## src/rtl/uer_pkg.sv

```systemverilog
// ----------------------------------------------------------------------------
// uer_pkg : shared types and constants for the ultrasonic echo ranging block
// Field widths, configuration register indices, status codes, reset values
// of the configuration registers and the structs passed between modules.
// ----------------------------------------------------------------------------
package uer_pkg;

  // Field and counter widths
  localparam int TICK_W  = 20;
  localparam int TRIG_W  = 16;
  localparam int DIST_W  = 16;
  localparam int SUM_W   = 19;
  localparam int SHOT_W  = 3;
  localparam int CFG_W   = 20;
  localparam int CFG_IDX_W = 3;

  // Shots per measurement
  localparam logic [SHOT_W-1:0] SHOTS = 3'd6;

  // Width to millimetres: mm = floor(width * MM_NUM / MM_DEN), built up
  // one tick at a time with a running remainder
  localparam int REM_W = 12;
  localparam int MMQ_W = 18;
  localparam logic [REM_W-1:0] MM_NUM = 12'd343;
  localparam logic [REM_W-1:0] MM_DEN = 12'd2000;

  // Configuration register indices
  typedef enum logic [CFG_IDX_W-1:0] {
    CFG_POWER_OK = 3'd0,
    CFG_TRIGGER  = 3'd1,
    CFG_TIMEOUT  = 3'd2,
    CFG_GAP      = 3'd3,
    CFG_MIN_DIST = 3'd4,
    CFG_MAX_DIST = 3'd5
  } cfg_idx_t;

  // Result status codes
  typedef enum logic [1:0] {
    ST_OK        = 2'd0,
    ST_RANGE     = 2'd1,
    ST_NOT_READY = 2'd2,
    ST_TIMEOUT   = 2'd3
  } status_t;

  // Configuration reset values
  localparam logic [TRIG_W-1:0] RST_TRIGGER  = 16'd1000;
  localparam logic [TICK_W-1:0] RST_TIMEOUT  = 20'd1000000;
  localparam logic [TICK_W-1:0] RST_GAP      = 20'd50000;
  localparam logic [DIST_W-1:0] RST_MIN_DIST = 16'd240;
  localparam logic [DIST_W-1:0] RST_MAX_DIST = 16'd6000;

  typedef struct packed {
    logic              power_ok;
    logic [TRIG_W-1:0] trigger_ticks;
    logic [TICK_W-1:0] timeout_ticks;
    logic [TICK_W-1:0] gap_ticks;
    logic [DIST_W-1:0] min_distance;
    logic [DIST_W-1:0] max_distance;
  } cfg_t;

  // Control from the sequencer to the width converter
  typedef struct packed {
    logic load;
    logic step;
  } mm_ctl_t;

  // One result transaction
  typedef struct packed {
    logic              trigger;
    logic              done;
    logic [DIST_W-1:0] distance;
    status_t           status;
    logic              busy;
  } result_t;

endpackage

```

## src/rtl/uer_cfg_regs.sv

```systemverilog
// ----------------------------------------------------------------------------
// uer_cfg_regs : configuration register file
// Six write-only registers loaded through a plain write port.
// ----------------------------------------------------------------------------
module uer_cfg_regs import uer_pkg::*; (
  input  logic                 clk,
  input  logic                 rst_n,
  input  logic                 cfg_we,
  input  logic [CFG_IDX_W-1:0] cfg_index,
  input  logic [CFG_W-1:0]     cfg_wdata,
  output cfg_t                 cfg
);

  cfg_t cfg_r;
  cfg_t cfg_nxt;

  // Decode the write
  always_comb begin
    cfg_nxt = cfg_r;
    if (cfg_we) begin
      case (cfg_idx_t'(cfg_index))
        CFG_POWER_OK: cfg_nxt.power_ok      = cfg_wdata[0];
        CFG_TRIGGER:  cfg_nxt.trigger_ticks = cfg_wdata[TRIG_W-1:0];
        CFG_TIMEOUT:  cfg_nxt.timeout_ticks = cfg_wdata[TICK_W-1:0];
        CFG_GAP:      cfg_nxt.gap_ticks     = cfg_wdata[TICK_W-1:0];
        CFG_MIN_DIST: cfg_nxt.min_distance  = cfg_wdata[DIST_W-1:0];
        CFG_MAX_DIST: cfg_nxt.max_distance  = cfg_wdata[DIST_W-1:0];
        default:      cfg_nxt = cfg_r;
      endcase
    end
  end

  always_ff @(posedge clk) begin
    if (!rst_n) begin
      cfg_r.power_ok      <= 1'b1;
      cfg_r.trigger_ticks <= RST_TRIGGER;
      cfg_r.timeout_ticks <= RST_TIMEOUT;
      cfg_r.gap_ticks     <= RST_GAP;
      cfg_r.min_distance  <= RST_MIN_DIST;
      cfg_r.max_distance  <= RST_MAX_DIST;
    end else begin
      cfg_r <= cfg_nxt;
    end
  end

  assign cfg = cfg_r;

endmodule

```

## src/rtl/uer_mm_conv.sv

```systemverilog
// ----------------------------------------------------------------------------
// uer_mm_conv : echo width to millimetre converter
// Tracks floor(width * 343 / 2000) as the echo-high width grows, one tick at
// a time, with a quotient and a running remainder. Saturates at 65535.
// ----------------------------------------------------------------------------
module uer_mm_conv import uer_pkg::*; (
  input  logic              clk,
  input  mm_ctl_t           ctl,
  output logic [DIST_W-1:0] mm
);

  logic [MMQ_W-1:0] quot_r;
  logic [MMQ_W-1:0] quot_nxt;
  logic [REM_W-1:0] rem_r;
  logic [REM_W-1:0] rem_nxt;
  logic [REM_W-1:0] rem_sum;

  // Width one on load, one more tick on each step
  always_comb begin
    rem_sum  = rem_r + MM_NUM;
    quot_nxt = quot_r;
    rem_nxt  = rem_r;
    if (ctl.load) begin
      quot_nxt = '0;
      rem_nxt  = MM_NUM;
    end else if (ctl.step) begin
      if (rem_sum >= MM_DEN) begin
        rem_nxt  = rem_sum - MM_DEN;
        quot_nxt = quot_r + MMQ_W'(1);
      end else begin
        rem_nxt  = rem_sum;
      end
    end
  end

  always_ff @(posedge clk) begin
    quot_r <= quot_nxt;
    rem_r  <= rem_nxt;
  end

  // Saturate to the distance field
  assign mm = (|quot_r[MMQ_W-1:DIST_W]) ? '1 : quot_r[DIST_W-1:0];

endmodule

```

## src/rtl/uer_seq.sv

```systemverilog
// ----------------------------------------------------------------------------
// uer_seq : measurement sequencer
// Steps trigger, echo-rise wait, echo-high count and gap for six shots,
// keeps the sum, minimum and maximum of the shot distances and forms the
// result of each tick.
// ----------------------------------------------------------------------------
module uer_seq import uer_pkg::*; (
  input  logic              clk,
  input  logic              rst_n,
  input  logic              en,
  input  logic              start_req,
  input  logic              echo,
  input  cfg_t              cfg,
  input  logic [DIST_W-1:0] mm,
  output mm_ctl_t           mm_ctl,
  output result_t           res
);

  typedef enum logic [2:0] {
    PH_IDLE = 3'd0,
    PH_TRIG = 3'd1,
    PH_RISE = 3'd2,
    PH_HIGH = 3'd3,
    PH_GAP  = 3'd4
  } phase_t;

  phase_t            phase_r, phase_nxt;
  logic [TICK_W-1:0] tick_r, tick_nxt;
  logic [SHOT_W-1:0] shot_r, shot_nxt;
  logic [SUM_W-1:0]  sum_r, sum_nxt;
  logic [DIST_W-1:0] min_r, min_nxt;
  logic [DIST_W-1:0] max_r, max_nxt;
  mm_ctl_t           ctl;

  always_comb begin
    logic [TICK_W-1:0] tmo;
    logic [TRIG_W-1:0] trig_len;
    logic [TICK_W-1:0] tick_inc;
    logic [TICK_W-1:0] trig_cnt;
    logic [SHOT_W-1:0] shot_inc;
    logic [SUM_W-1:0]  mid_sum;
    logic [SUM_W-3:0]  avg;

    tmo      = (cfg.timeout_ticks == '0) ? TICK_W'(1) : cfg.timeout_ticks;
    trig_len = (cfg.trigger_ticks == '0) ? TRIG_W'(1) : cfg.trigger_ticks;
    tick_inc = tick_r + TICK_W'(1);
    shot_inc = shot_r + SHOT_W'(1);
    trig_cnt = '0;

    phase_nxt = phase_r;
    tick_nxt  = tick_r;
    shot_nxt  = shot_r;
    sum_nxt   = sum_r;
    min_nxt   = min_r;
    max_nxt   = max_r;
    ctl       = '0;
    res       = '0;
    res.status = ST_OK;

    // Shot statistics with this tick's distance folded in
    if (mm < min_r) min_nxt = mm;
    if (mm > max_r) max_nxt = mm;
    mid_sum = sum_r + SUM_W'(mm);
    mid_sum = mid_sum - SUM_W'(min_nxt) - SUM_W'(max_nxt);
    avg     = mid_sum[SUM_W-1:2];
    min_nxt = min_r;
    max_nxt = max_r;

    case (phase_r)
      PH_IDLE: begin
        if (start_req) begin
          if (echo || !cfg.power_ok) begin
            res.done     = 1'b1;
            res.distance = '1;
            res.status   = ST_NOT_READY;
          end else begin
            shot_nxt  = '0;
            sum_nxt   = '0;
            min_nxt   = '1;
            max_nxt   = '0;
            tick_nxt  = '0;
            phase_nxt = PH_TRIG;
          end
        end
      end
      PH_RISE: begin
        if (echo) begin
          tick_nxt  = TICK_W'(1);
          phase_nxt = PH_HIGH;
          ctl.load  = 1'b1;
          if (TICK_W'(1) >= tmo) begin
            res.done   = 1'b1;
            res.status = ST_TIMEOUT;
            phase_nxt  = PH_IDLE;
          end
        end else begin
          tick_nxt = tick_inc;
          if (tick_inc >= tmo) begin
            res.done   = 1'b1;
            res.status = ST_TIMEOUT;
            phase_nxt  = PH_IDLE;
          end
        end
      end
      PH_HIGH: begin
        if (echo) begin
          tick_nxt = tick_inc;
          ctl.step = 1'b1;
          if (tick_inc >= tmo) begin
            res.done   = 1'b1;
            res.status = ST_TIMEOUT;
            phase_nxt  = PH_IDLE;
          end
        end else begin
          // Falling edge: close the shot
          sum_nxt  = sum_r + SUM_W'(mm);
          if (mm < min_r) min_nxt = mm;
          if (mm > max_r) max_nxt = mm;
          shot_nxt = shot_inc;
          tick_nxt = '0;
          if (shot_inc >= SHOTS) begin
            res.done  = 1'b1;
            phase_nxt = PH_IDLE;
            if (avg < (SUM_W-2)'(cfg.min_distance) ||
                avg > (SUM_W-2)'(cfg.max_distance)) begin
              res.status = ST_RANGE;
            end else begin
              res.distance = avg[DIST_W-1:0];
              res.status   = ST_OK;
            end
          end else begin
            phase_nxt = (cfg.gap_ticks == '0) ? PH_TRIG : PH_GAP;
          end
        end
      end
      PH_GAP: begin
        tick_nxt = tick_inc;
        if (tick_inc >= cfg.gap_ticks) begin
          tick_nxt  = '0;
          phase_nxt = PH_TRIG;
        end
      end
      PH_TRIG: begin
        phase_nxt = PH_TRIG;
      end
      default: begin
        phase_nxt = PH_IDLE;
      end
    endcase

    // Trigger pulse, also on the tick that enters it
    if (phase_nxt == PH_TRIG && !res.done) begin
      res.trigger = 1'b1;
      trig_cnt    = tick_nxt + TICK_W'(1);
      tick_nxt    = trig_cnt;
      if (trig_cnt >= TICK_W'(trig_len)) begin
        tick_nxt  = '0;
        phase_nxt = PH_RISE;
      end
    end

    res.busy = (phase_nxt != PH_IDLE);
  end

  // Advance only when a transaction is processed
  assign mm_ctl.load = ctl.load & en;
  assign mm_ctl.step = ctl.step & en;

  always_ff @(posedge clk) begin
    if (!rst_n) begin
      phase_r <= PH_IDLE;
      tick_r  <= '0;
      shot_r  <= '0;
      sum_r   <= '0;
      min_r   <= '1;
      max_r   <= '0;
    end else if (en) begin
      phase_r <= phase_nxt;
      tick_r  <= tick_nxt;
      shot_r  <= shot_nxt;
      sum_r   <= sum_nxt;
      min_r   <= min_nxt;
      max_r   <= max_nxt;
    end
  end

endmodule

```

## src/rtl/ultrasonic_echo_ranging.sv

```systemverilog
// ----------------------------------------------------------------------------
// ultrasonic_echo_ranging : ultrasonic time-of-flight ranging controller
// Six-shot echo measurement with min/max rejection and range limits.
// ----------------------------------------------------------------------------
// Usage:
//   Input channel (in_valid / in_stall): one transaction per microsecond
//   tick, carrying the start request and the sampled echo level.
//   Output channel (out_valid / out_stall): exactly one transaction per
//   input tick, carrying the trigger level, busy flag and, on the tick a
//   measurement finishes, done_res with distance_mm and status.
//   Configuration (cfg_we / cfg_index / cfg_wdata): write while idle.
//   Path: an accepted tick is held in the input register, processed into the
//   result register when that register is free or draining, and offered from there.
//   Throughput: one tick per cycle unless a stalled full result register holds
//   the input register; the sequencer state update is a single short step.
//   Reset: synchronous, active low; the sequencer returns to idle, the
//   configuration takes its default values and both registers empty.
//   Stall: while out_stall holds a full result register, the input
//   register holds too and in_stall rises once it is full.
// ----------------------------------------------------------------------------
module ultrasonic_echo_ranging import uer_pkg::*; (
  input  logic                 clk,
  input  logic                 rst_n,
  input  logic                 in_valid,
  output logic                 in_stall,
  input  logic                 in_start_req,
  input  logic                 in_echo,
  output logic                 out_valid,
  input  logic                 out_stall,
  output logic                 out_trigger,
  output logic                 out_done_res,
  output logic [DIST_W-1:0]    out_distance_mm,
  output logic [1:0]           out_status,
  output logic                 out_busy_res,
  input  logic                 cfg_we,
  input  logic [CFG_IDX_W-1:0] cfg_index,
  input  logic [CFG_W-1:0]     cfg_wdata
);

  cfg_t              cfg;
  mm_ctl_t           mm_ctl;
  logic [DIST_W-1:0] mm;
  result_t           res;

  logic    in_vld_r;
  logic    start_r;
  logic    echo_r;
  logic    out_vld_r;
  result_t out_r;
  logic    advance;

  // Process the held tick when the result register is free or draining
  assign advance  = in_vld_r && !(out_vld_r && out_stall);
  assign in_stall = in_vld_r && !advance;

  uer_cfg_regs u_cfg (
    .clk       (clk),
    .rst_n     (rst_n),
    .cfg_we    (cfg_we),
    .cfg_index (cfg_index),
    .cfg_wdata (cfg_wdata),
    .cfg       (cfg)
  );

  uer_mm_conv u_conv (
    .clk (clk),
    .ctl (mm_ctl),
    .mm  (mm)
  );

  uer_seq u_seq (
    .clk       (clk),
    .rst_n     (rst_n),
    .en        (advance),
    .start_req (start_r),
    .echo      (echo_r),
    .cfg       (cfg),
    .mm        (mm),
    .mm_ctl    (mm_ctl),
    .res       (res)
  );

  // Input register
  always_ff @(posedge clk) begin
    if (!rst_n) begin
      in_vld_r <= 1'b0;
    end else if (!in_stall) begin
      in_vld_r <= in_valid;
    end
  end

  always_ff @(posedge clk) begin
    if (in_valid && !in_stall) begin
      start_r <= in_start_req;
      echo_r  <= in_echo;
    end
  end

  // Result register
  always_ff @(posedge clk) begin
    if (!rst_n) begin
      out_vld_r <= 1'b0;
    end else if (advance) begin
      out_vld_r <= 1'b1;
    end else if (!out_stall) begin
      out_vld_r <= 1'b0;
    end
  end

  always_ff @(posedge clk) begin
    if (advance) begin
      out_r <= res;
    end
  end

  assign out_valid       = out_vld_r;
  assign out_trigger     = out_r.trigger;
  assign out_done_res    = out_r.done;
  assign out_distance_mm = out_r.distance;
  assign out_status      = out_r.status;
  assign out_busy_res    = out_r.busy;

endmodule

```

## config.mk

```make
export PLATFORM = sky130hd
export DESIGN_NAME = ultrasonic_echo_ranging
export DESIGN_NICKNAME = d
export VERILOG_FILES = /design/src/rtl/uer_pkg.sv /design/src/rtl/uer_cfg_regs.sv /design/src/rtl/uer_mm_conv.sv /design/src/rtl/uer_seq.sv /design/src/rtl/ultrasonic_echo_ranging.sv
export SDC_FILE = /design/constraint.sdc
export NUM_CORES = 1
export LEC_CHECK = 0
export ABC_CLOCK_PERIOD_IN_PS = 11190
export CELL_PAD_IN_SITES_DETAIL_PLACEMENT = 2
export CELL_PAD_IN_SITES_GLOBAL_PLACEMENT = 2
export CORE_MARGIN = 5
export CORE_UTILIZATION = 25
export DETAILED_ROUTE_END_ITERATION = 7
export DONT_BUFFER_PORTS = 1
export HOLD_SLACK_MARGIN = 0.06
export PLACE_DENSITY = 0.62
export RECOVER_POWER = 50
export SYNTH_ARGS = -nofsm -noshare
export SYNTH_HDL_FRONTEND = slang
export SYNTH_HIERARCHICAL = 1
export SYNTH_SLANG_ARGS = --single-unit
```

## constraint.sdc

```tcl
create_clock -name clk -period 11.19 [get_ports clk]
set_input_delay 1.6785 -clock clk [delete_from_list [all_inputs] [get_ports clk]]
set_output_delay 1.6785 -clock clk [all_outputs]
set_load 0.005 [all_outputs]
```

==> results of run 1 <==
==> synthesized netlist by cell type (all sizes together) (6+ instances only) <==
library cell,count
dfxtp,198
nand2,189
inv,164
ha,161
mux2i,123
o21ai,109
a21oi,92
nor2b,90
nor2,74
clkbuf,60
nand3,58
xnor2,47
buf,38
a21o,35
nand4,31
xor2,30
o31ai,26
edfxtp,23
or3,23
nor4,22
nor3,21
a22oi,20
a31oi,19
and2,18
and3,18
o21a,18
o22a,17
nand2b,16
fa,15
or4,14
or2,12
o211ai,10
nand3b,9
o2111ai,9
a211oi,7
a31o,6
mux2,6
o311ai,6
==> logic make-up after synthesis <==
group | Yosys count | share of synthesized area [%]
fa+ha+maj | 176 | 14.1
buf+inv | 262 | 6.74
mux | 129 | 7.91
xor+xnor | 77 | 4.11
simple gates | 622 | 20.8
flops | 221 | 28.4
compound gates | 438 | 18.0
==> power by group through the flow <==
stage          Sequential (µW)  Combinational (µW)  Clock, µW
6_report                   877                 281       1070
5_1_grt                    884                 311       1140
4_1_cts                    877                 285       1110
3_5_place_dp               894                 283          0
3_3_place_gp               893                 274          0
2_1_floorplan              864                 228          0
==> metal layers <==
metal	share of wire (%)	routed length [µm]	track usage [%]
met5	0	0	0
met4	2.5	1490	4.26
met3	3.8	2230	3.05
met2	46	26900	26.6
met1	48	27800	21.6
==> tightest hold or removal path: stages, from the launching register on <==
cell     delay [ns]
dfxtp_1        0.31
nand2_1        0.05
mux2i_1        0.06
==> cell type report <==
type	count	area (µm²)
diodes	1	2.50
clock buffers	46	956
clock inverters	16	160
fillers	7535	47200
inverters	164	616
multi-input cells	1442	10600
flip-flops and latches	221	4650
well taps	864	1080
repair buffers	13	90.1
==> flip-flops by register name (all words and copies together), names as in the netlist, 2 cells and up <==
name,flops
u_seq/min_r,16
u_seq/shot_r,3
out_status,2
u_cfg/cfg,89
u_seq/max_r,16
u_seq/sum_r,19
u_conv/rem_r,12
u_seq/tick_r,20
out_distance_mm,16
u_seq/phase_r,3
u_conv/quot_r,18
==> metrics by stage <==
step	power, µW	utilization [%]	cells
finish	2220	27.8	2767
global route	2340	27.8	2766
CTS	2280	27.9	2766
detailed placement	1180	26.2	2704
global placement	1170	26.2	2704
floorplan	1090	-	1925
==> worst paths after layout <==
kind                                        from                            end  slack [ns]
hold / removal        u_cfg/cfg[25]$_SDFFE_PN0P_     u_cfg/cfg[25]$_SDFFE_PN0P_        0.46
setup / recovery  u_conv/quot_r[17]$_SDFFE_PP0P_  out_distance_mm[11]$_DFFE_PP_        2.39
setup reg to reg  u_conv/quot_r[17]$_SDFFE_PP0P_  out_distance_mm[11]$_DFFE_PP_        2.39
hold reg to reg       u_cfg/cfg[25]$_SDFFE_PN0P_     u_cfg/cfg[25]$_SDFFE_PN0P_        0.46
==> results.yml, run 1 <==
placement:
  io_buffers: 0
  placedInstanceArea_mm2: 0.0171
  place_congestion: 0.839
  post-place-ws_ns: 2.31
  place_hpwl_um: 44400
critical_path:
  cp_top_family: "compound AO/OA/AOI/OAI gates"
  critPathCaptureType: "register"
  crit_arrival_ns: 9.15
  cp_data_required_time_ns: 11.55
  path_common_cell: "o21a_1"
  cp.depth: 31
  slowest_stage: "o21ai_2"
  startpoint_type: "register"
  worstRegToRegCells: 31
  critical_path_class: "reg -> reg"
  slowest_delay_ns: 0.87
  worst-path-buf-inv: 1
  cp_max_fo: 18
routing:
  drtIter0Drc: 622
  drt_pass1_iterations: 4
  ant_nets: 0
  wl_per_cell_um: 21.1
  wl_um: 58400
  vias_per_cell: 5.12
  post-route-drc-count: 0
  vias: 14200
synth:
  ys.flop_type: "dfxtp_1"
  syn_nets: 2131
  synth.area.top_cells: "dfxtp_1 24%, ha_1 12%, mux2i_1 7.5%"
  seq_area_frac_synth_pct: 28.4
  async_reset_ff_share_pct: 0
  netlist_area_mm2: 0.0164
  yosysTopAreaCell: "dfxtp_1"
  ys_types: 106
  ys_seq_elements: 221
  post_synth.cell_area_avg_um2: 8.52
  syn_inst: 1925
  synth.top_cell.area_share_pct: 24.2
  ys_warn_count: 6
  synth-edff-count: 23
pwr:
  p_comb_share_pct: 12.6
  p_sw_share_pct: 29.7
  pwr-share-seq_pct: 39.4
  p_switching_uw: 661
  clockPowerShare_pct: 47.9
  ir_drop_uv: 92.6
  p_int_uw: 1560
  p_leak_uw: 0.00790
  power.density_mw_per_mm2: 122
timing:
  slew_violations: 70
  min_period_ns: 8.80
  tightest_slew_ns: 3.43
  whs_ns: 0.461
  finalHoldViolations: 0
  setup_viol: 0
  slew_headroom_pct: -129
  timing.setup.tns_ns: 0
  fin_crit_sh_pct: 78.6
  timing.fmax_mhz: 114
  finalClockSkew_ns: 0.0254
  setup_ws_ns: 2.39
  rsz0062_at_grt: "false"
cts:
  ctsResizeCount: 0
  cts_hold_buf: 0
  clock_sinks: 221
  htreeDepth: 2
  clkLatencyLatePin_ns: 0.56
  cts_setup_buffers: 0
  clk_pin_slew_worst_paths_ns: 0.06
  cts_tree: "done"
  clock_tree.root_cell: "clkbuf_16"
  cts_buffer_depth: 3
  cts_buffers: 34
floorplan:
  core-area_mm2: 0.0654
  dieArea_mm2: 0.0709
  fp.dieW_um: 266
  pin_count: 53
  rows: 94
  start_util_pct: 25.1
  die_h_um: 266
min_path:
  hold_path_depth: 2
  hp-class: "reg -> reg"
final_layout:
  drive_gt1_share_pct: 6.41
  stdcell_area_mm2: 0.0182
  layout.nets: 2082
  syn_to_final_growth_pct: 10.7
  most-common-layout-cells: "198 x dfxtp_1, 188 x nand2_1, 164 x inv_1"
  final_common_cell: "dfxtp_1"
outcome:
  status: "finished with violations"
  violations: "capacitance limit, slew limit"
global_route:
  antenna_found_initial: 0
  track_usage_pct: 16.1
  gr-total-overflow: 0
  grt_max_degree: 177
  grt_pass1_vias: 15300
  grt_pass1_wl_um: 91000
flow_run:
  drv_cap: 1
Note: power is estimated with default switching activity, not from simulation.
==> run 2, diff against run 1 <==
--- a/config.mk
+++ b/config.mk
@@ -5,7 +5,7 @@
 export SDC_FILE = /design/constraint.sdc
 export NUM_CORES = 1
 export LEC_CHECK = 0
-export ABC_CLOCK_PERIOD_IN_PS = 11190
+export ABC_CLOCK_PERIOD_IN_PS = 7870
 export CELL_PAD_IN_SITES_DETAIL_PLACEMENT = 2
 export CELL_PAD_IN_SITES_GLOBAL_PLACEMENT = 2
 export CORE_MARGIN = 5
@@ -13,7 +13,7 @@
 export DETAILED_ROUTE_END_ITERATION = 7
 export DONT_BUFFER_PORTS = 1
 export HOLD_SLACK_MARGIN = 0.06
-export PLACE_DENSITY = 0.62
+export PLACE_DENSITY = 0.64
 export RECOVER_POWER = 50
 export SYNTH_ARGS = -nofsm -noshare
 export SYNTH_HDL_FRONTEND = slang
==> constraint.sdc (replaced) <==
create_clock -name clk -period 7.87 [get_ports clk]
set_input_delay 1.1805 -clock clk [delete_from_list [all_inputs] [get_ports clk]]
set_output_delay 1.1805 -clock clk [all_outputs]
set_load 0.005 [all_outputs]
==> results.yml, run 2 (synthesis gave the netlist of run 1 again) <==
critical_path:
  cp_top_family: "compound AO/OA/AOI/OAI gates"
  worstRegToRegCells: 31
  path_common_cell: "o21a_1"
  startpoint: "u_conv/quot_r[1]$_SDFFE_PP0P_"
  slowest_delay_ns: 0.56
  worst-path-buf-inv: 4
  r2r_slack_ns: 0.30
  cp_max_fo: 17
  slowest_stage: "a2111oi_1"
  r2r-start: "u_conv/quot_r[1]$_SDFFE_PP0P_"
  critPathCaptureType: "register"
  crit_arrival_ns: 7.93
  critical_path_class: "reg -> reg"
  startpoint_type: "register"
  cp_data_required_time_ns: 8.23
  cp.depth: 31
pwr:
  p_comb_share_pct: 14.0
  ir_drop_uv: 153
  p_int_uw: 2110
  p_switching_uw: 888
  pwr-share-seq_pct: 41.3
  clockPowerShare_pct: 44.7
  p_sw_share_pct: 29.6
  power.density_mw_per_mm2: 163
  p_leak_uw: 0.00809
  power_uw: 3000
routing:
  ant_nets: 0
  wl_per_cell_um: 20.6
  vias_per_cell: 5.06
  drtIter0Drc: 644
  post-route-drc-count: 0
  wl_um: 57800
  vias: 14200
  drt_pass1_iterations: 7
final_layout:
  largest_reg_flops: 89
  stdcell_count: 2811
  layout.nets: 2129
  most-common-layout-cells: "198 x dfxtp_1, 188 x nand2_1, 164 x inv_1"
  final_common_cell: "dfxtp_1"
  diodes: 0
  drive_gt1_share_pct: 8.63
  syn_to_final_growth_pct: 12.3
  fillCellCount: 7503
  stdcell_area_mm2: 0.0184
flow_run:
  drv_cap: 0
global_route:
  grt_pass1_wl_um: 90300
  antenna_found_initial: 0
  gr-total-overflow: 0
  grt_max_degree: 177
  grt_pass1_vias: 15400
  grtUsageMet2_pct: 26.4
  top_usage_layer: "met2"
  track_usage_pct: 15.8
  use_met1_pct: 21.8
  use_met3_pct: 2.18
placement:
  place_congestion: 0.800
  placedInstanceArea_mm2: 0.0175
  io_buffers: 0
  place_hpwl_um: 44400
  place_inst: 2749
cts:
  htreeDepth: 1
  clk_pin_slew_worst_paths_ns: 0.06
  cts_tree: "done"
  cts_hold_buf: 0
  clock_sinks: 221
  cts_buffers: 31
  cts_buffer_depth: 3
  clock_tree.root_cell: "clkbuf_16"
  clkLatencyLatePin_ns: 0.58
min_path:
  hold_path_depth: 2
  hp-class: "reg -> reg"
  min-delay-start: "u_cfg/cfg[25]$_SDFFE_PN0P_"
floorplan:
  die_h_um: 266
  rows: 94
  pin_count: 53
  start_util_pct: 25.1
  core-area_mm2: 0.0654
  dieArea_mm2: 0.0709
  fp.dieW_um: 266
outcome:
  status: "finished clean"
timing:
  timing.fmax_mhz: 132
  tightest_slew_ns: 1.38
  min_period_ns: 7.57
  finalClockSkew_ns: 0.0131
  slew_violations: 0
  fin_crit_sh_pct: 96.2
  slew_headroom_pct: 7.98
  setup_viol: 0
  whs_ns: 0.459
  finalHoldViolations: 0
## run 2: cell types whose count changed in the layout (fill, tap and decap cells not counted), sizes merged
cell / change
clkinvlp: -1
clkbuf: -8
inv: -1
buf: +51
diode: -1
clkinv: +4
## run 2: worst register-to-register path: cells and delay by family, from the launching register on
family                     cells  cell delay (ns)
xor gates and xnor gates       1             0.37
buffers and inverters          4             0.72
muxes                          1             0.35
DFF                            1             0.35
AOI/OAI and AO/OA             14             2.79
adders and majority gates      4             1.52
and+or+nand+nor                7             1.27
## run 2: per-stage QoR
stage	setup WS (ns)	util [%]	TNS [ns]
after floorplan	0.114	-	0
after global placement	0.451	26.7	0
after global routing	-0.158	28.2	-1.63
after CTS	0.124	28.2	0
after detailed placement	0.204	26.7	0
final	0.302	28.2	0
## run 2: routing by layer
| layer | part of all wire, % | vias to the layer above |
|---|---|---|
| li1 | - | 6897 |
| met1 | 48 | 7144 |
| met2 | 46 | 137 |
| met3 | 3.0 | 56 |
| met4 | 2.3 | 0 |
| met5 | 0 | - |
## run 2: final timing paths
check	to
setup / recovery	out_distance_mm[3]$_DFFE_PP_
hold reg to reg	u_cfg/cfg[25]$_SDFFE_PN0P_
hold / removal	u_cfg/cfg[25]$_SDFFE_PN0P_
setup reg to reg	out_distance_mm[3]$_DFFE_PP_
## run 2: layout make-up
| class | count | area (µm²) | area share (%) |
|---|---|---|---|
| tap | 864 | 1080 | 5.87 |
| clock inverter | 18 | 123 | 0.666 |
| inverter | 164 | 616 | 3.34 |
| sequential | 221 | 4650 | 25.3 |
| timing repair buffer | 63 | 473 | 2.57 |
| clock buffer | 39 | 837 | 4.54 |
| multi-input combinational | 1442 | 10600 | 57.7 |
## run 2: what timing repair did
item / in CTS / in global routing
resized for setup: 0 / 11
setup endpoints to repair: 0 / 20
buffers inserted: 0 / 5
## run 2: power by group through the flow
| stage | clock, µW | combinational [µW] | sequential, µW |
|---|---|---|---|
| 2_1_floorplan | 0 | 324 | 1230 |
| 3_3_place_gp | 0 | 404 | 1260 |
| 3_5_place_dp | 0 | 419 | 1270 |
| 4_1_cts | 1410 | 423 | 1240 |
| 5_1_grt | 1440 | 465 | 1250 |
| 6_report | 1340 | 419 | 1240 |
==> run 3, diff against run 2 <==
--- a/config.mk
+++ b/config.mk
@@ -8,12 +8,13 @@
 export ABC_CLOCK_PERIOD_IN_PS = 7870
 export CELL_PAD_IN_SITES_DETAIL_PLACEMENT = 2
 export CELL_PAD_IN_SITES_GLOBAL_PLACEMENT = 2
+export CORE_ASPECT_RATIO = 1.1
 export CORE_MARGIN = 5
 export CORE_UTILIZATION = 25
 export DETAILED_ROUTE_END_ITERATION = 7
 export DONT_BUFFER_PORTS = 1
 export HOLD_SLACK_MARGIN = 0.06
-export PLACE_DENSITY = 0.64
+export PLACE_DENSITY = 0.56
 export RECOVER_POWER = 50
 export SYNTH_ARGS = -nofsm -noshare
 export SYNTH_HDL_FRONTEND = slang
==> constraint.sdc (replaced) <==
create_clock -name clk -period 7.87 [get_ports clk]
set_input_delay 0 -clock clk [delete_from_list [all_inputs] [get_ports clk]]
set_output_delay 0 -clock clk [all_outputs]
set_load 0.005 [all_outputs]
==> results.yml, run 3 (synthesis gave the netlist of run 1 again) <==
outcome:
  status: "finished clean"
floorplan:
  start_util_pct: 25.3
  die_h_um: 279
  rows: 98
  core-area_mm2: 0.0650
  fp.dieW_um: 254
  pin_count: 53
  dieArea_mm2: 0.0709
timing:
  slew_headroom_pct: 26.3
  whs_ns: 0.107
  tightest_slew_ns: 1.10
  setup_viol: 0
  slew_violations: 0
  timing.fmax_mhz: 133
  fin_crit_sh_pct: 95.3
  min_period_ns: 7.50
  finalHoldViolations: 0
  setup_ws_ns: 0.368
  finalClockSkew_ns: 0.0345
final_layout:
  most-common-layout-cells: "198 x dfxtp_1, 188 x nand2_1, 164 x inv_1"
  fillCellCount: 7398
  stdcell_area_mm2: 0.0192
  multi_input_area_mm2: 0.0107
  largest_reg_flops: 89
  stdcell_count: 2850
  drive_gt1_share_pct: 9.80
  regArea_mm2: 0.00465
  syn_to_final_growth_pct: 17.1
  layout.nets: 2184
  final_common_cell: "dfxtp_1"
  diodes: 0
  final_util_pct: 29.6
placement:
  place_hpwl_um: 46600
  placedInstanceArea_mm2: 0.0175
  io_buffers: 0
  post-place-ws_ns: 0.0283
  place_inst: 2737
  place_congestion: 0.785
routing:
  vias: 14500
  wl_per_cell_um: 21.8
  vias_per_cell: 5.09
  drt_pass1_iterations: 5
  wl_um: 62000
  post-route-drc-count: 0
  ant_nets: 0
  drtIter0Drc: 584
cts:
  cts_buffer_depth: 3
  cts_tree: "done"
  clkLatencyLatePin_ns: 0.62
  clk_pin_slew_worst_paths_ns: 0.06
  cts_buffers: 31
  htreeDepth: 1
  clock_sinks: 221
  clock_tree.root_cell: "clkbuf_16"
global_route:
  grt_pass1_vias: 16200
  track_usage_pct: 17.2
  grt_pass1_wl_um: 96700
  grt_max_degree: 166
  antenna_found_initial: 1
  gr-total-overflow: 0
pwr:
  power.density_mw_per_mm2: 168
  ir_drop_uv: 179
  pwr-share-seq_pct: 38.4
  p_int_uw: 2280
  p_sw_share_pct: 29.3
  p_leak_uw: 0.00842
  p_comb_share_pct: 14.3
  clockPowerShare_pct: 47.3
  p_switching_uw: 947
critical_path:
  critPathCaptureType: "register"
  critical_path_class: "reg -> reg"
  path_common_cell: "o21a_1"
  cp_max_fo: 17
  startpoint_type: "register"
  crit_arrival_ns: 7.83
  cp_data_required_time_ns: 8.20
  slowest_delay_ns: 0.41
  slowest_stage: "or3_1"
min_path:
  hp-class: "in -> reg"
flow_run:
  drv_cap: 0
run 3: cell count changes in the layout (fill, tap and decap cells not counted), moves of 3 or more:
cell,change
clkbuf_8,+5
clkinv_1,-4
clkinv_2,-6
dlygate4sd3_1,+52
mux2i_2,+3
run 3: critical path: cells and delay by family (launching register included):
family          cells  cell delay, ns
compound gates     20            3.51
fa+ha+maj           4            1.15
buf+inv             4            0.71
mux                 1            0.25
xor+xnor            1            0.29
flops               1            0.34
simple gates        4            0.99
run 3: per-stage QoR:
| stage | setup TNS [ns] | power [µW] |
|---|---|---|
| floorplan | 0 | 1550 |
| global placement | 0 | 1670 |
| detailed placement | 0 | 1690 |
| CTS | 0 | 3300 |
| global route | -0.0342 | 3390 |
| finish | 0 | 3230 |
run 3: power by group through the flow:
stage	logic [µW]	clock network, µW	registers, µW
2_1_floorplan	324	0	1230
6_report	462	1530	1240
5_1_grt	508	1630	1250
3_5_place_dp	423	0	1270
4_1_cts	463	1590	1240
3_3_place_gp	409	0	1260
run 3: area by class of cell:
cell class	instances	area share, %
clock buffers	46	4.97
flip-flops and latches	221	24.2
clock inverters	9	0.742
repair buffers	118	5.43
well taps	850	5.53
inverters	164	3.20
multi-input cells	1442	55.9
run 3: repair_timing:
item | 4_1_cts | 5_1_grt
resized for setup | 1 | 25
hold endpoints to repair | 166 | 0
setup buffers | 0 | 5
endpoints found under the setup margin | 2 | 35
pin swaps | 0 | 5
hold buffers | 53 | 0
run 3: path summary, 6_finish.rpt:
check	start	endpoint	slack (ns)	cells after the start
setup reg to reg	u_conv/quot_r[1]$_SDFFE_PP0P_	out_distance_mm[4]$_DFFE_PP_	0.37	34
hold reg to reg	u_cfg/cfg[52]$_SDFFE_PN0P_	u_cfg/cfg[52]$_SDFFE_PN0P_	0.46	2
hold / removal	rst_n	u_cfg/cfg[48]$_SDFFE_PN0P_	0.11	3
setup / recovery	u_conv/quot_r[1]$_SDFFE_PP0P_	out_distance_mm[4]$_DFFE_PP_	0.37	34
run 3: metal layers:
layer  track usage [%]  up-vias  share of wire, %
met5                 0        -             0.021
met4              3.84        2               2.3
met3              2.13       66               2.6
met1              22.1     7304                45
li1                  -     7000                 -
met2              30.8      139                50
